--- src/hw/rtl/hashed_lcg_range_rng_assert.svh ---
`ifndef HASHED_LCG_RANGE_RNG_ASSERT_SVH
`define HASHED_LCG_RANGE_RNG_ASSERT_SVH

// Same-cycle implication, sampled on the rising clock edge outside reset.
`define HLR_ASSERT_IMPL(label, cond, prop) \
   label: assert property (@(posedge clock) disable iff (reset) (cond) |-> (prop)) \
      else $error("hlr assertion failed");

// Next-cycle implication, sampled on the rising clock edge outside reset.
`define HLR_ASSERT_NEXT(label, cond, prop) \
   label: assert property (@(posedge clock) disable iff (reset) (cond) |=> (prop)) \
      else $error("hlr assertion failed");

`endif

--- src/hw/rtl/hlr_pkg.sv ---
`default_nettype none
package hlr_pkg;

   localparam logic [31:0] LCG_MUL = 32'd1013904223;
   localparam logic [31:0] LCG_ADD = 32'd1664525;
   localparam logic [31:0] LCG_RESET = 32'd132;
   localparam logic [31:0] HASH_XOR = 32'd61;
   localparam logic [31:0] HASH_MUL = 32'h27d4eb2d;

   localparam int QUEUE_DEPTH_DEF = 2;

   localparam int SPAN_W = 17;
   localparam int DIVIDEND_W = 31;
   localparam int DIV_CNT_W = 5;
   localparam logic [DIV_CNT_W-1:0] DIV_LAST = DIV_CNT_W'(DIVIDEND_W - 1);

   localparam logic [1:0] OP_SEED = 2'd0;
   localparam logic [1:0] OP_CHOICE = 2'd1;
   localparam logic [1:0] OP_RANGE = 2'd2;
   localparam logic [1:0] OP_DIR = 2'd3;

   typedef struct packed {
      logic [1:0] op;
      logic [31:0] seed;
      logic [SPAN_W-1:0] span;
      logic negate;
      logic signed [15:0] base;
   } entry_type;

   // XOR-folds a word down to its two low bits.
   function automatic logic [1:0] dir_fold(input logic [31:0] v);
      logic [31:0] f;
      f = v ^ (v >> 16);
      f = f ^ (f >> 8);
      f = f ^ (f >> 4);
      f = f ^ (f >> 2);
      return f[1:0];
   endfunction

endpackage
`default_nettype wire

--- src/hw/rtl/hlr_front.sv ---
`default_nettype none
module hlr_front (
   input  wire logic               req_valid,
   output logic                    req_stall,
   input  wire logic [1:0]         req_operation,
   input  wire logic [31:0]        req_seed_value,
   input  wire logic signed [15:0] req_choice_count,
   input  wire logic signed [15:0] req_range_first,
   input  wire logic signed [15:0] req_range_second,
   input  wire logic               q_full,
   output logic                    q_push,
   output hlr_pkg::entry_type      q_entry
);
   import hlr_pkg::*;

   logic signed [15:0] lo;
   logic signed [15:0] hi;
   logic [SPAN_W-1:0] count_ext;
   logic [SPAN_W-1:0] diff;

   assign req_stall = q_full;
   assign q_push = req_valid && !q_full;

   always_comb begin
      lo = (req_range_first < req_range_second) ? req_range_first : req_range_second;
      hi = (req_range_first < req_range_second) ? req_range_second : req_range_first;
      diff = {hi[15], hi} - {lo[15], lo};
      count_ext = {req_choice_count[15], req_choice_count};

      q_entry.op = req_operation;
      q_entry.seed = req_seed_value;
      q_entry.span = '0;
      q_entry.negate = 1'b0;
      q_entry.base = '0;
      case (req_operation)
         OP_CHOICE: begin
            q_entry.negate = req_choice_count[15];
            q_entry.span = req_choice_count[15] ? (~count_ext + 1'b1) : count_ext;
         end
         OP_RANGE: begin
            q_entry.span = diff + 1'b1;
            q_entry.base = lo;
         end
         default: begin
         end
      endcase
   end
endmodule
`default_nettype wire

--- src/hw/rtl/hlr_fifo.sv ---
`default_nettype none
module hlr_fifo #(
   parameter int DEPTH = hlr_pkg::QUEUE_DEPTH_DEF
) (
   input  wire logic               clock,
   input  wire logic               reset,
   input  wire logic               push,
   input  wire hlr_pkg::entry_type push_entry,
   output logic                    full,
   output logic                    pop_valid,
   output hlr_pkg::entry_type      pop_entry,
   input  wire logic               pop
);
   import hlr_pkg::*;

   localparam int PTR_W = $clog2(DEPTH);
   localparam int CNT_W = $clog2(DEPTH + 1);

   entry_type mem [DEPTH];
   logic [PTR_W-1:0] wr_ptr_ff, wr_ptr_in;
   logic [PTR_W-1:0] rd_ptr_ff, rd_ptr_in;
   logic [CNT_W-1:0] count_ff, count_in;

   assign full = (count_ff == CNT_W'(DEPTH));
   assign pop_valid = (count_ff != '0);
   assign pop_entry = mem[rd_ptr_ff];

   always_comb begin
      wr_ptr_in = wr_ptr_ff;
      rd_ptr_in = rd_ptr_ff;
      count_in = count_ff;
      if (push) begin
         wr_ptr_in = (wr_ptr_ff == PTR_W'(DEPTH - 1)) ? '0 : wr_ptr_ff + 1'b1;
      end
      if (pop && pop_valid) begin
         rd_ptr_in = (rd_ptr_ff == PTR_W'(DEPTH - 1)) ? '0 : rd_ptr_ff + 1'b1;
      end
      if (push && !(pop && pop_valid)) begin
         count_in = count_ff + 1'b1;
      end else if (!push && pop && pop_valid) begin
         count_in = count_ff - 1'b1;
      end
   end

   always_ff @(posedge clock) begin
      if (reset) begin
         wr_ptr_ff <= '0;
         rd_ptr_ff <= '0;
         count_ff <= '0;
      end else begin
         wr_ptr_ff <= wr_ptr_in;
         rd_ptr_ff <= rd_ptr_in;
         count_ff <= count_in;
      end
   end

   always_ff @(posedge clock) begin
      if (push) begin
         mem[wr_ptr_ff] <= push_entry;
      end
   end
endmodule
`default_nettype wire

--- src/hw/rtl/hlr_back.sv ---
`default_nettype none
module hlr_back (
   input  wire logic               clock,
   input  wire logic               reset,
   input  wire logic               q_valid,
   input  wire hlr_pkg::entry_type q_entry,
   output logic                    q_pop,
   output logic                    rsp_valid,
   input  wire logic               rsp_stall,
   output logic signed [15:0]      rsp_picked_value,
   output logic signed [1:0]       rsp_step_x,
   output logic signed [1:0]       rsp_step_y
);
   import hlr_pkg::*;

   localparam logic [2:0] S_IDLE = 3'd0;
   localparam logic [2:0] S_STEP = 3'd1;
   localparam logic [2:0] S_MIX = 3'd2;
   localparam logic [2:0] S_HMUL = 3'd3;
   localparam logic [2:0] S_FOLD = 3'd4;
   localparam logic [2:0] S_DIV = 3'd5;
   localparam logic [2:0] S_OUT = 3'd6;

   logic [2:0] st_ff, st_in;
   logic [31:0] gen_ff, gen_in;
   logic rsp_valid_ff, rsp_valid_in;
   logic [1:0] op_ff, op_in;
   logic [SPAN_W-1:0] span_ff, span_in;
   logic neg_ff, neg_in;
   logic signed [15:0] base_ff, base_in;
   logic [31:0] work_ff, work_in;
   logic [SPAN_W-1:0] rem_ff, rem_in;
   logic [DIV_CNT_W-1:0] cnt_ff, cnt_in;
   logic [1:0] dir_ff, dir_in;
   logic signed [15:0] picked_ff, picked_in;
   logic signed [1:0] sx_ff, sx_in;
   logic signed [1:0] sy_ff, sy_in;

   logic out_free;
   logic [31:0] mix_b;
   logic [31:0] tail;
   logic [SPAN_W:0] trial;
   logic [15:0] mag;
   logic signed [1:0] sgn;

   assign out_free = !rsp_valid_ff || !rsp_stall;
   assign q_pop = (st_ff == S_IDLE) && q_valid;
   assign rsp_valid = rsp_valid_ff;
   assign rsp_picked_value = picked_ff;
   assign rsp_step_x = sx_ff;
   assign rsp_step_y = sy_ff;

   always_comb begin
      st_in = st_ff;
      gen_in = gen_ff;
      op_in = op_ff;
      span_in = span_ff;
      neg_in = neg_ff;
      base_in = base_ff;
      work_in = work_ff;
      rem_in = rem_ff;
      cnt_in = cnt_ff;
      dir_in = dir_ff;
      picked_in = picked_ff;
      sx_in = sx_ff;
      sy_in = sy_ff;
      rsp_valid_in = rsp_valid_ff && rsp_stall;

      mix_b = work_ff + (work_ff << 3);
      tail = work_ff ^ (work_ff >> 15);
      trial = {rem_ff, work_ff[DIVIDEND_W-1]};
      mag = rem_ff[15:0];
      sgn = dir_ff[1] ? 2'sb11 : 2'sb01;

      case (st_ff)
         S_IDLE: begin
            if (q_valid) begin
               op_in = q_entry.op;
               span_in = q_entry.span;
               neg_in = q_entry.negate;
               base_in = q_entry.base;
               rem_in = '0;
               dir_in = '0;
               work_in = 32'(gen_ff * LCG_MUL);
               case (q_entry.op)
                  OP_SEED: begin
                     gen_in = q_entry.seed;
                     st_in = S_OUT;
                  end
                  OP_DIR: begin
                     st_in = S_STEP;
                  end
                  default: begin
                     st_in = (q_entry.span[SPAN_W-1:1] == '0) ? S_OUT : S_STEP;
                  end
               endcase
            end
         end
         S_STEP: begin
            gen_in = work_ff + LCG_ADD;
            if (op_ff == OP_DIR) begin
               dir_in = dir_fold(gen_in);
               st_in = S_OUT;
            end else begin
               work_in = gen_in ^ HASH_XOR ^ (gen_in >> 16);
               st_in = S_MIX;
            end
         end
         S_MIX: begin
            work_in = mix_b ^ (mix_b >> 4);
            st_in = S_HMUL;
         end
         S_HMUL: begin
            work_in = 32'(work_ff * HASH_MUL);
            st_in = S_FOLD;
         end
         S_FOLD: begin
            work_in = tail >> 1;
            rem_in = '0;
            cnt_in = DIV_LAST;
            st_in = S_DIV;
         end
         S_DIV: begin
            if (trial >= {1'b0, span_ff}) begin
               rem_in = SPAN_W'(trial - {1'b0, span_ff});
            end else begin
               rem_in = trial[SPAN_W-1:0];
            end
            work_in = work_ff << 1;
            cnt_in = cnt_ff - 1'b1;
            if (cnt_ff == '0) begin
               st_in = S_OUT;
            end
         end
         S_OUT: begin
            if (out_free) begin
               rsp_valid_in = 1'b1;
               picked_in = '0;
               sx_in = '0;
               sy_in = '0;
               case (op_ff)
                  OP_CHOICE, OP_RANGE: begin
                     picked_in = neg_ff ? -$signed(mag) : base_ff + $signed(mag);
                  end
                  OP_DIR: begin
                     if (dir_ff[0]) begin
                        sy_in = sgn;
                     end else begin
                        sx_in = sgn;
                     end
                  end
                  default: begin
                  end
               endcase
               st_in = S_IDLE;
            end
         end
         default: begin
            st_in = S_IDLE;
         end
      endcase
   end

   always_ff @(posedge clock) begin
      if (reset) begin
         st_ff <= S_IDLE;
         gen_ff <= LCG_RESET;
         rsp_valid_ff <= 1'b0;
      end else begin
         st_ff <= st_in;
         gen_ff <= gen_in;
         rsp_valid_ff <= rsp_valid_in;
      end
   end

   always_ff @(posedge clock) begin
      op_ff <= op_in;
      span_ff <= span_in;
      neg_ff <= neg_in;
      base_ff <= base_in;
      work_ff <= work_in;
      rem_ff <= rem_in;
      cnt_ff <= cnt_in;
      dir_ff <= dir_in;
      picked_ff <= picked_in;
      sx_ff <= sx_in;
      sy_ff <= sy_in;
   end
endmodule
`default_nettype wire

--- src/hw/rtl/hashed_lcg_range_rng.sv ---
// Random request unit with a 32-bit LCG state and a hashed, range-reduced output.
// Request channel (req_): one word per request carries an operation (seed, choice,
// range or direction) and its operands; it is taken when req_valid is high and
// req_stall is low. A small queue holds accepted words, so req_stall rises only
// when the queue is full.
// Response channel (rsp_): exactly one word per request, in request order, held
// in an output register while rsp_stall is high; the sequencer waits with its
// next word until that register is free, and the queue fills behind it.
// The sequencer takes a seed word, or a choice or range of fewer than two values,
// straight to its output state; a direction word first takes an LCG step. Other
// choices and ranges take the LCG step and the hash stages (mix, multiply, fold),
// then a radix-2 remainder loop of 31 steps, one dividend bit per cycle, and then
// the output state. A new word starts only after the previous one has left the
// sequencer.
// Reset is synchronous: the state returns to 132, the queue empties and no
// response is pending.
`default_nettype none
`include "hashed_lcg_range_rng_assert.svh"
module hashed_lcg_range_rng #(
   parameter int QUEUE_DEPTH = hlr_pkg::QUEUE_DEPTH_DEF
) (
   input  wire logic               clock,
   input  wire logic               reset,
   input  wire logic               req_valid,
   output logic                    req_stall,
   input  wire logic [1:0]         req_operation,
   input  wire logic [31:0]        req_seed_value,
   input  wire logic signed [15:0] req_choice_count,
   input  wire logic signed [15:0] req_range_first,
   input  wire logic signed [15:0] req_range_second,
   output logic                    rsp_valid,
   input  wire logic               rsp_stall,
   output logic signed [15:0]      rsp_picked_value,
   output logic signed [1:0]       rsp_step_x,
   output logic signed [1:0]       rsp_step_y
);
   import hlr_pkg::*;

   logic q_full;
   logic q_push;
   entry_type push_entry;
   logic q_valid;
   entry_type pop_entry;
   logic q_pop;

   hlr_front u_front (
      .req_valid        (req_valid),
      .req_stall        (req_stall),
      .req_operation    (req_operation),
      .req_seed_value   (req_seed_value),
      .req_choice_count (req_choice_count),
      .req_range_first  (req_range_first),
      .req_range_second (req_range_second),
      .q_full           (q_full),
      .q_push           (q_push),
      .q_entry          (push_entry)
   );

   hlr_fifo #(
      .DEPTH (QUEUE_DEPTH)
   ) u_fifo (
      .clock      (clock),
      .reset      (reset),
      .push       (q_push),
      .push_entry (push_entry),
      .full       (q_full),
      .pop_valid  (q_valid),
      .pop_entry  (pop_entry),
      .pop        (q_pop)
   );

   hlr_back u_back (
      .clock            (clock),
      .reset            (reset),
      .q_valid          (q_valid),
      .q_entry          (pop_entry),
      .q_pop            (q_pop),
      .rsp_valid        (rsp_valid),
      .rsp_stall        (rsp_stall),
      .rsp_picked_value (rsp_picked_value),
      .rsp_step_x       (rsp_step_x),
      .rsp_step_y       (rsp_step_y)
   );

   `HLR_ASSERT_NEXT(a_push_fills, q_push && !q_valid, q_valid)
   `HLR_ASSERT_IMPL(a_one_axis, rsp_valid, rsp_step_x == 2'sb00 || rsp_step_y == 2'sb00)
   `HLR_ASSERT_IMPL(a_unit_step, rsp_valid, rsp_step_x != 2'sb10 && rsp_step_y != 2'sb10)
   `HLR_ASSERT_IMPL(a_dir_no_pick, rsp_valid && {rsp_step_x, rsp_step_y} != '0, rsp_picked_value == '0)
endmodule
`default_nettype wire

--- config.mk ---
export PLATFORM = sky130hd
export DESIGN_NAME = hashed_lcg_range_rng
export DESIGN_NICKNAME = d
export VERILOG_FILES = /design/src/hw/rtl/hlr_pkg.sv /design/src/hw/rtl/hlr_front.sv /design/src/hw/rtl/hlr_fifo.sv /design/src/hw/rtl/hlr_back.sv /design/src/hw/rtl/hashed_lcg_range_rng.sv
export VERILOG_INCLUDE_DIRS = /design/src /design/src/hw/rtl
export SDC_FILE = /design/constraint.sdc
export NUM_CORES = 2
export LEC_CHECK = 0
export BUFFER_PORTS_ARGS = -buffer_cell sky130_fd_sc_hd__buf_2
export CAP_MARGIN = 20
export CORE_AREA = 2 2 400 322
export CTS_BUF_LIST = sky130_fd_sc_hd__clkbuf_16
export DETAILED_ROUTE_END_ITERATION = 8
export DIE_AREA = 0 0 402 324
export GPL_ROUTABILITY_DRIVEN = 1
export SLEW_MARGIN = 30
export SYNTH_ARGS = -nofsm -noshare
export SYNTH_HDL_FRONTEND = slang
export SYNTH_SLANG_ARGS = --single-unit
--- constraint.sdc ---
create_clock -name clock -period 6.42 [get_ports clock]
set_input_delay 1.284 -clock clock [delete_from_list [all_inputs] [get_ports clock]]
set_output_delay 1.284 -clock clock [all_outputs]
set_load 0.005 [all_outputs]
# [Yosys cells after proc, flatten, opt, wreduce, memory -nomap -nowiden]
# Memory sizes are Yosys's and may differ from the RTL's. A register that Yosys moved wholly into a read port is not among the register bits.
# Index checks and enable logic that the tools add are counted.
# Widths: inputs -> output; s select.
[classes] add_sub_neg=13 n_mul=2 magnitude_cmp=2 eq_ne=19 n_mux=38 bitwise_logic=10 reduce_logical=33
[ops] operator="$pmux 32 s6" count=1
[ops] operator="$mux 32" count=4
[ops] operator="$mul 32x30->32 const B" count=2
[ops] operator="$mux 16" count=4
[ops] operator="$pmux 32 s2" count=1
[ops] operator="$mux 17" count=3
[ops] operator="$pmux 17 s3" count=1
[ops] operator="$add 17x1->17 const B" count=2
[ops] operator="$pmux 17 s2" count=1
[ops] operator="$add 32x21->32 const B" count=1
[ops] operator="$add 32x32->32" count=1
[ops] operator="$xor 32x16->32" count=1
[ops] operator="$xor 32x17->32" count=1
[ops] operator="$xor 32x28->32" count=1
[ops] operator="$pmux 3 s7" count=1
[ops] operator="$ge 18x17->1" count=1
[ops] operator="$not 17->17" count=1
[ops] operator="$sub 16x16->17" count=1
[ops] operator="$sub 17x17->17" count=1
[ops] operator="$add 16x16->16" count=1
[ops] operator="$logic_not 16->1" count=1
[ops] operator="$lt 16x16->1" count=1
[ops] operator="$neg 16->16" count=1
[ops] operator="$xor 16x16->16" count=1
[ops] operator="34 further kinds" count=83
[totals] regBits=152 ramBits=136 input_bits=86 output_inout_bits=22 memories=1
[mem_list] name="u_fifo.mem" words=2 width=68 rd=1 rd_clocked_by_memory_dff=1 write_ports=1 line_no="hlr_fifo.sv:19" source="entry_type mem [DEPTH];"

# [Longest topological paths before layout]
[depth] word_depth=8 depth_mapped=28 depth_no_buf=27

# [Hierarchy]
# Synthesis repeated with hierarchy kept, for this count alone.
[hier_totals] hier_cells=3816 area_unflattened_um2=38555.7
[modules_own_cells] mod="hlr_back" instances=1 cells_per_inst=3203 area_each_um2=30852.1 seq_area_each_um2=4083.9
[modules_own_cells] mod="hlr_fifo" instances=1 cells_per_inst=237 area_each_um2=5220.0 seq_area_each_um2=4184.0
[modules_own_cells] mod="hlr_front" instances=1 cells_per_inst=376 area_each_um2=2483.6 seq_area_each_um2=0.0

# [Worst setup path before layout]
# No wires, ideal clock.
[synth_path] path_kind="flip-flop to flip-flop" startpoint="reg u_back.gen_ff[8]" endpoint="reg u_back.work_ff[31], data pin" arrival_ns=6.600 setup_slack_ns=-0.449 stages_incl_launch_ff=26 n_path_buf=0 cell_sequence="dfxtp_1 > inv_1 > fa_1 > fa_1 > inv_1 > fa_1 > fa_1 > inv_1 > fa_1 > inv_1 > fa_1 > fa_1 > inv_1 > fa_1 > inv_1 > ha_1 > a21o_1 > a21o_1 > a21oi_1 > nand2_1 > o31ai_1 > a21oi_1 > a221o_1 > a21oi_1 > xnor2_1 > a22oi_1"
[synth_between] elab_chain_cells=3
[synth_rtl] element="from (decl)" line_no="hlr_back.sv:25" source="logic [31:0] gen_ff, gen_in;"
[synth_rtl] element="from (signal assigned)" line_no="hlr_back.sv:171" source="gen_ff <= gen_in;"
[synth_rtl] element="$mul 32x30->32" line_no="hlr_back.sv:84" source="work_in = 32'(gen_ff * LCG_MUL);"
[synth_rtl] element="$mux 32" line_no="hlr_back.sv:77" source="if (q_valid) begin"
[synth_rtl] element="$pmux 32 s6" line_no="hlr_back.sv:75" source="case (st_ff)"
[synth_rtl] element="named net u_back.work_in[31]" line_no="hlr_back.sv:31" source="logic [31:0] work_ff, work_in;"
[synth_rtl] element="to (signal assigned)" line_no="hlr_back.sv:181" source="work_ff <= work_in;"
[synth_rtl] element="to (decl)" line_no="hlr_back.sv:31"
# The timed path passes the listed nets, and every way through them passes these cells. The select of a mux whose other input is x is not followed.
# A chain may end at the register's enable or synchronous reset.

# [Worst setup path after layout]
[layout_path] startpoint="reg u_back.work_ff[6]" endpoint="reg u_back.work_ff[31], data pin"
[layout_between] elab_chain_cells=4
[layout_rtl] element="branches (longest 3 deep; another with $mul 32x30->32)"
[layout_rtl] element="$pmux 32 s6 *" line_no="hlr_back.sv:75"
[layout_rtl] element="named net u_back.work_in[31]" line_no="hlr_back.sv:31"
# Mark *: on every way through the listed nets, which the timed path passes. The select of a mux whose other input is x is not followed.

==> results.cfg <==
[route]
drc = 0
wire_per_inst_um = 20.56
ant_nets = 0
vias = 29298
via_per_inst = 4.903
drt_iter0_markers = 2536
detail_route.wirelength_mm = 122.8
dr.pass1.iters = 6

[floorplan]
die_h_um = 324
io_pins = 108
dieArea_sq_mm = 0.1302
placementRows = 117
start_util_pct = 29.77
design.core.area_sq_mm = 0.1265
dieWidth_um = 402

[cells_and_area]
fin_nets = 5315
nFillCells = 12709
n_antenna_cell = 0
layout_common_cells = inv_1 (753), buf_4 (434), fa_1 (432), ha_1 (423), edfxtp_1 (248)
syn2layout_area_growth_pct = 22.90
final_area_sq_mm = 0.04627
drive_above_1_share_pct = 21.79
fin_util_pct = 36.58
final_common_cell = inv_1

[yosys]
syn-cell-area_sq_mm = 0.03765
synth-compound-area-share_pct = 11.07
yosysTopAreaCell = fa_1
synth_seq_area_share_pct = 21.96
synth_seq_cells = 289
synth_top_family_by_area = adder cells
synth_simple_gate_area_share_pct = 7.740
synth_nets = 4795
synthAdderAreaFrac_pct = 40.37
synthTopCellsByArea = fa_1 (24%), edfxtp_1 (20%), ha_1 (16%), inv_1 (7.8%), xnor2_1 (4.5%)
netlist.area_leader.share_pct = 24.09
async_flop_share_pct = 0
synth_ff_type = edfxtp_1
synth_edf_count = 248
synthXorXnorAreaFrac_pct = 7.574
synthMuxAreaShare_pct = 2.566
synth.avg_cell_area_sq_um = 9.997
yosysWarnings = 0
syn-instance-count = 3766
synth_cell_type_count = 88

[clocking]
clock-sinks = 289
clk-insertion-delay-late_ns = 0.65
cts_tree = done
numCtsBuffers = 31
cts-root-buf = clkbuf_16
clk_pin_slew_worst_paths_ns = 0.07
hold_buffers = 0
ctsHtreeMaxLevel = 1
cts.path.max_buffers = 3

[worst_hold_path]
hp-start = u_fifo.rd_ptr_ff$_SDFFE_PP0P_
hold_path_depth = 2
hold_path.class = reg2reg

[timing]
finalSetupTns_ns = -2.485
period_needed_ns = 6.808
setup_violations = 12
maxSlewViolCount = 0
rsz0062_at_grt = true
max_freq_mhz = 146.9
post-route-worst-setup-slack_ns = -0.3880
clock_skew_ns = 0.04598
worst_slew_pin_slew_ns = 0.9949
slew_headroom_pct = 33.51
final.period_utilization_pct = 106.0
final-hold-violation-count = 0

[critical_path]
path_max_fanout = 4
timing.rr.end = u_back.work_ff[31]$_DFFE_PP_
r2r-start = u_back.work_ff[6]$_DFFE_PP_
critPathKind = reg2reg
reg2reg_depth = 22
end_kind = flop
arrival_ns = 7.13
startpoint_type = flop
rrSetupSlack_ns = -0.39
required_ns = 6.74

[place]
placed_cell_area_sq_mm = 0.04336
dpl.hpwl_mm = 103.2
place.gp.congestion = 0.9641
port_buffers = 107
dp_slack_ns = -0.8678

[grt]
antenna_found_initial = 2
grt_pass1_vias = 29596
grt_max_degree = 50
grt_pass1_wl_mm = 185.8
grt_use_total_pct = 18.75
overflow = 0

[flow_run]
max_cap_violations = 0

[run_status]
violations = setup timing
status = finished, violations left
critical path, stage by stage (launching register included):
cell and delay, ns:
edfxtp_1 0.43, buf_6 0.16, ha_1 0.27, xor2_4 0.23
buf_4 0.15, ha_1 0.16, or2_2 0.33, fa_1 0.54
fa_1 0.61, fa_1 0.46, fa_1 0.46, fa_1 0.56
inv_1 0.07, fa_1 0.48, inv_1 0.05, ha_1 0.20
or3_1 0.40, a211oi_2 0.15, buf_4 0.17, o31ai_4 0.06
xnor2_2 0.18, a221oi_2 0.25, a22oi_1 0.12
metrics by stage:
stage	cells	hold WS, ns
detailed placement	5872	0.5082
global placement	5871	0.4906
floorplan	3766	0.4813
global route	5976	0.5575
finish	5976	0.5182
CTS	5962	0.5280
metal layers:
layer	wire length, um	GRT usage (%)	vias up
met5	10	0	-
met4	1626	2.139	2
met3	10980	4.319	109
met2	51440	27.50	1039
met1	58780	28.54	14590
li1	-	-	13558
timing repair:
item	CTS	global route
buffers inserted	33	16
pin swaps	131	92
endpoints found under the setup margin	17	20
gates resized for setup	212	66
layout make-up:
cell class	count	area, sq um	area share, %
Sequential cell	289	8305	17.95
Inverter	783	2953	6.382
Clock buffer	31	775.7	1.677
Timing Repair Buffer	570	4151	8.973
Tap cell	1666	2085	4.505
Clock inverter	26	274.0	0.5922
Multi-Input combinational cell	2611	27720	59.92
sequential cells by signal (all words and copies together) (netlist names), 3 cells and up, named ones only:
register and cells:
u_back.rem_ff 17, u_back.cnt_ff 5, u_fifo.mem 136, u_back.rsp_picked_value 16
u_back.gen_ff 32, u_back.base_ff 16, u_back.st_ff 3, u_back.span_ff 17
u_back.work_ff 32
cell families (layout without fill, tap and decap cells):
family                   Yosys count  after routing
adder cells (fa/ha/maj)          943            943
buffers and inverters            866           1410
AO/OA/AOI/OAI                    641            641
AND/OR/NAND/NOR                  623            623
XOR/XNOR                         312            312
flip-flops                       289            289
multiplexers                      92             92
how the worst max path moves through the flow:
stage,startpoint,end,cells past startpoint,slack [ns]
after floorplan,u_back.gen_ff[9]$_SDFFE_PP0P_,u_back.work_ff[31]$_DFFE_PP_,25,-0.13
after global placement,u_back.gen_ff[14]$_SDFFE_PP0P_,u_back.work_ff[30]$_DFFE_PP_,23,-0.80
after detailed placement,u_back.gen_ff[14]$_SDFFE_PP0P_,u_back.work_ff[30]$_DFFE_PP_,23,-0.87
after global routing,u_back.gen_ff[9]$_SDFFE_PP0P_,u_back.work_ff[31]$_DFFE_PP_,25,-0.60
after CTS,u_back.gen_ff[10]$_SDFFE_PP0P_,u_back.work_ff[31]$_DFFE_PP_,25,-0.34
final,u_back.work_ff[6]$_DFFE_PP_,u_back.work_ff[31]$_DFFE_PP_,22,-0.39
cell usage after synthesis, types with 10 or more instances:
master,count
xor2_1,106
or2_2,10
o21ai_1,17
nor4_1,12
o211ai_1,33
a21oi_1,179
nor3_1,38
buf_1,10
fa_1,453
o31ai_1,12
a31oi_1,17
inv_1,780
nand3_1,34
o21a_1,26
mux2_2,36
or3_1,25
edfxtp_1,248
o211a_1,12
a22oi_1,24
and3_1,13
xnor2_1,195
o22ai_1,26
nor2b_1,18
dfxtp_1,41
nor2_1,179
and2_1,23
a21boi_0,18
a21o_1,40
o21bai_1,14
o21ai_0,117
nand2_1,204
ha_1,490
a211oi_1,26
nand2b_1,26
a221oi_1,19
mux2i_1,56
clkbuf_1,64
Power is left out: the tool's default activity adds up to more than one toggle a clock period on the data nets, which glitch-free logic cannot reach.
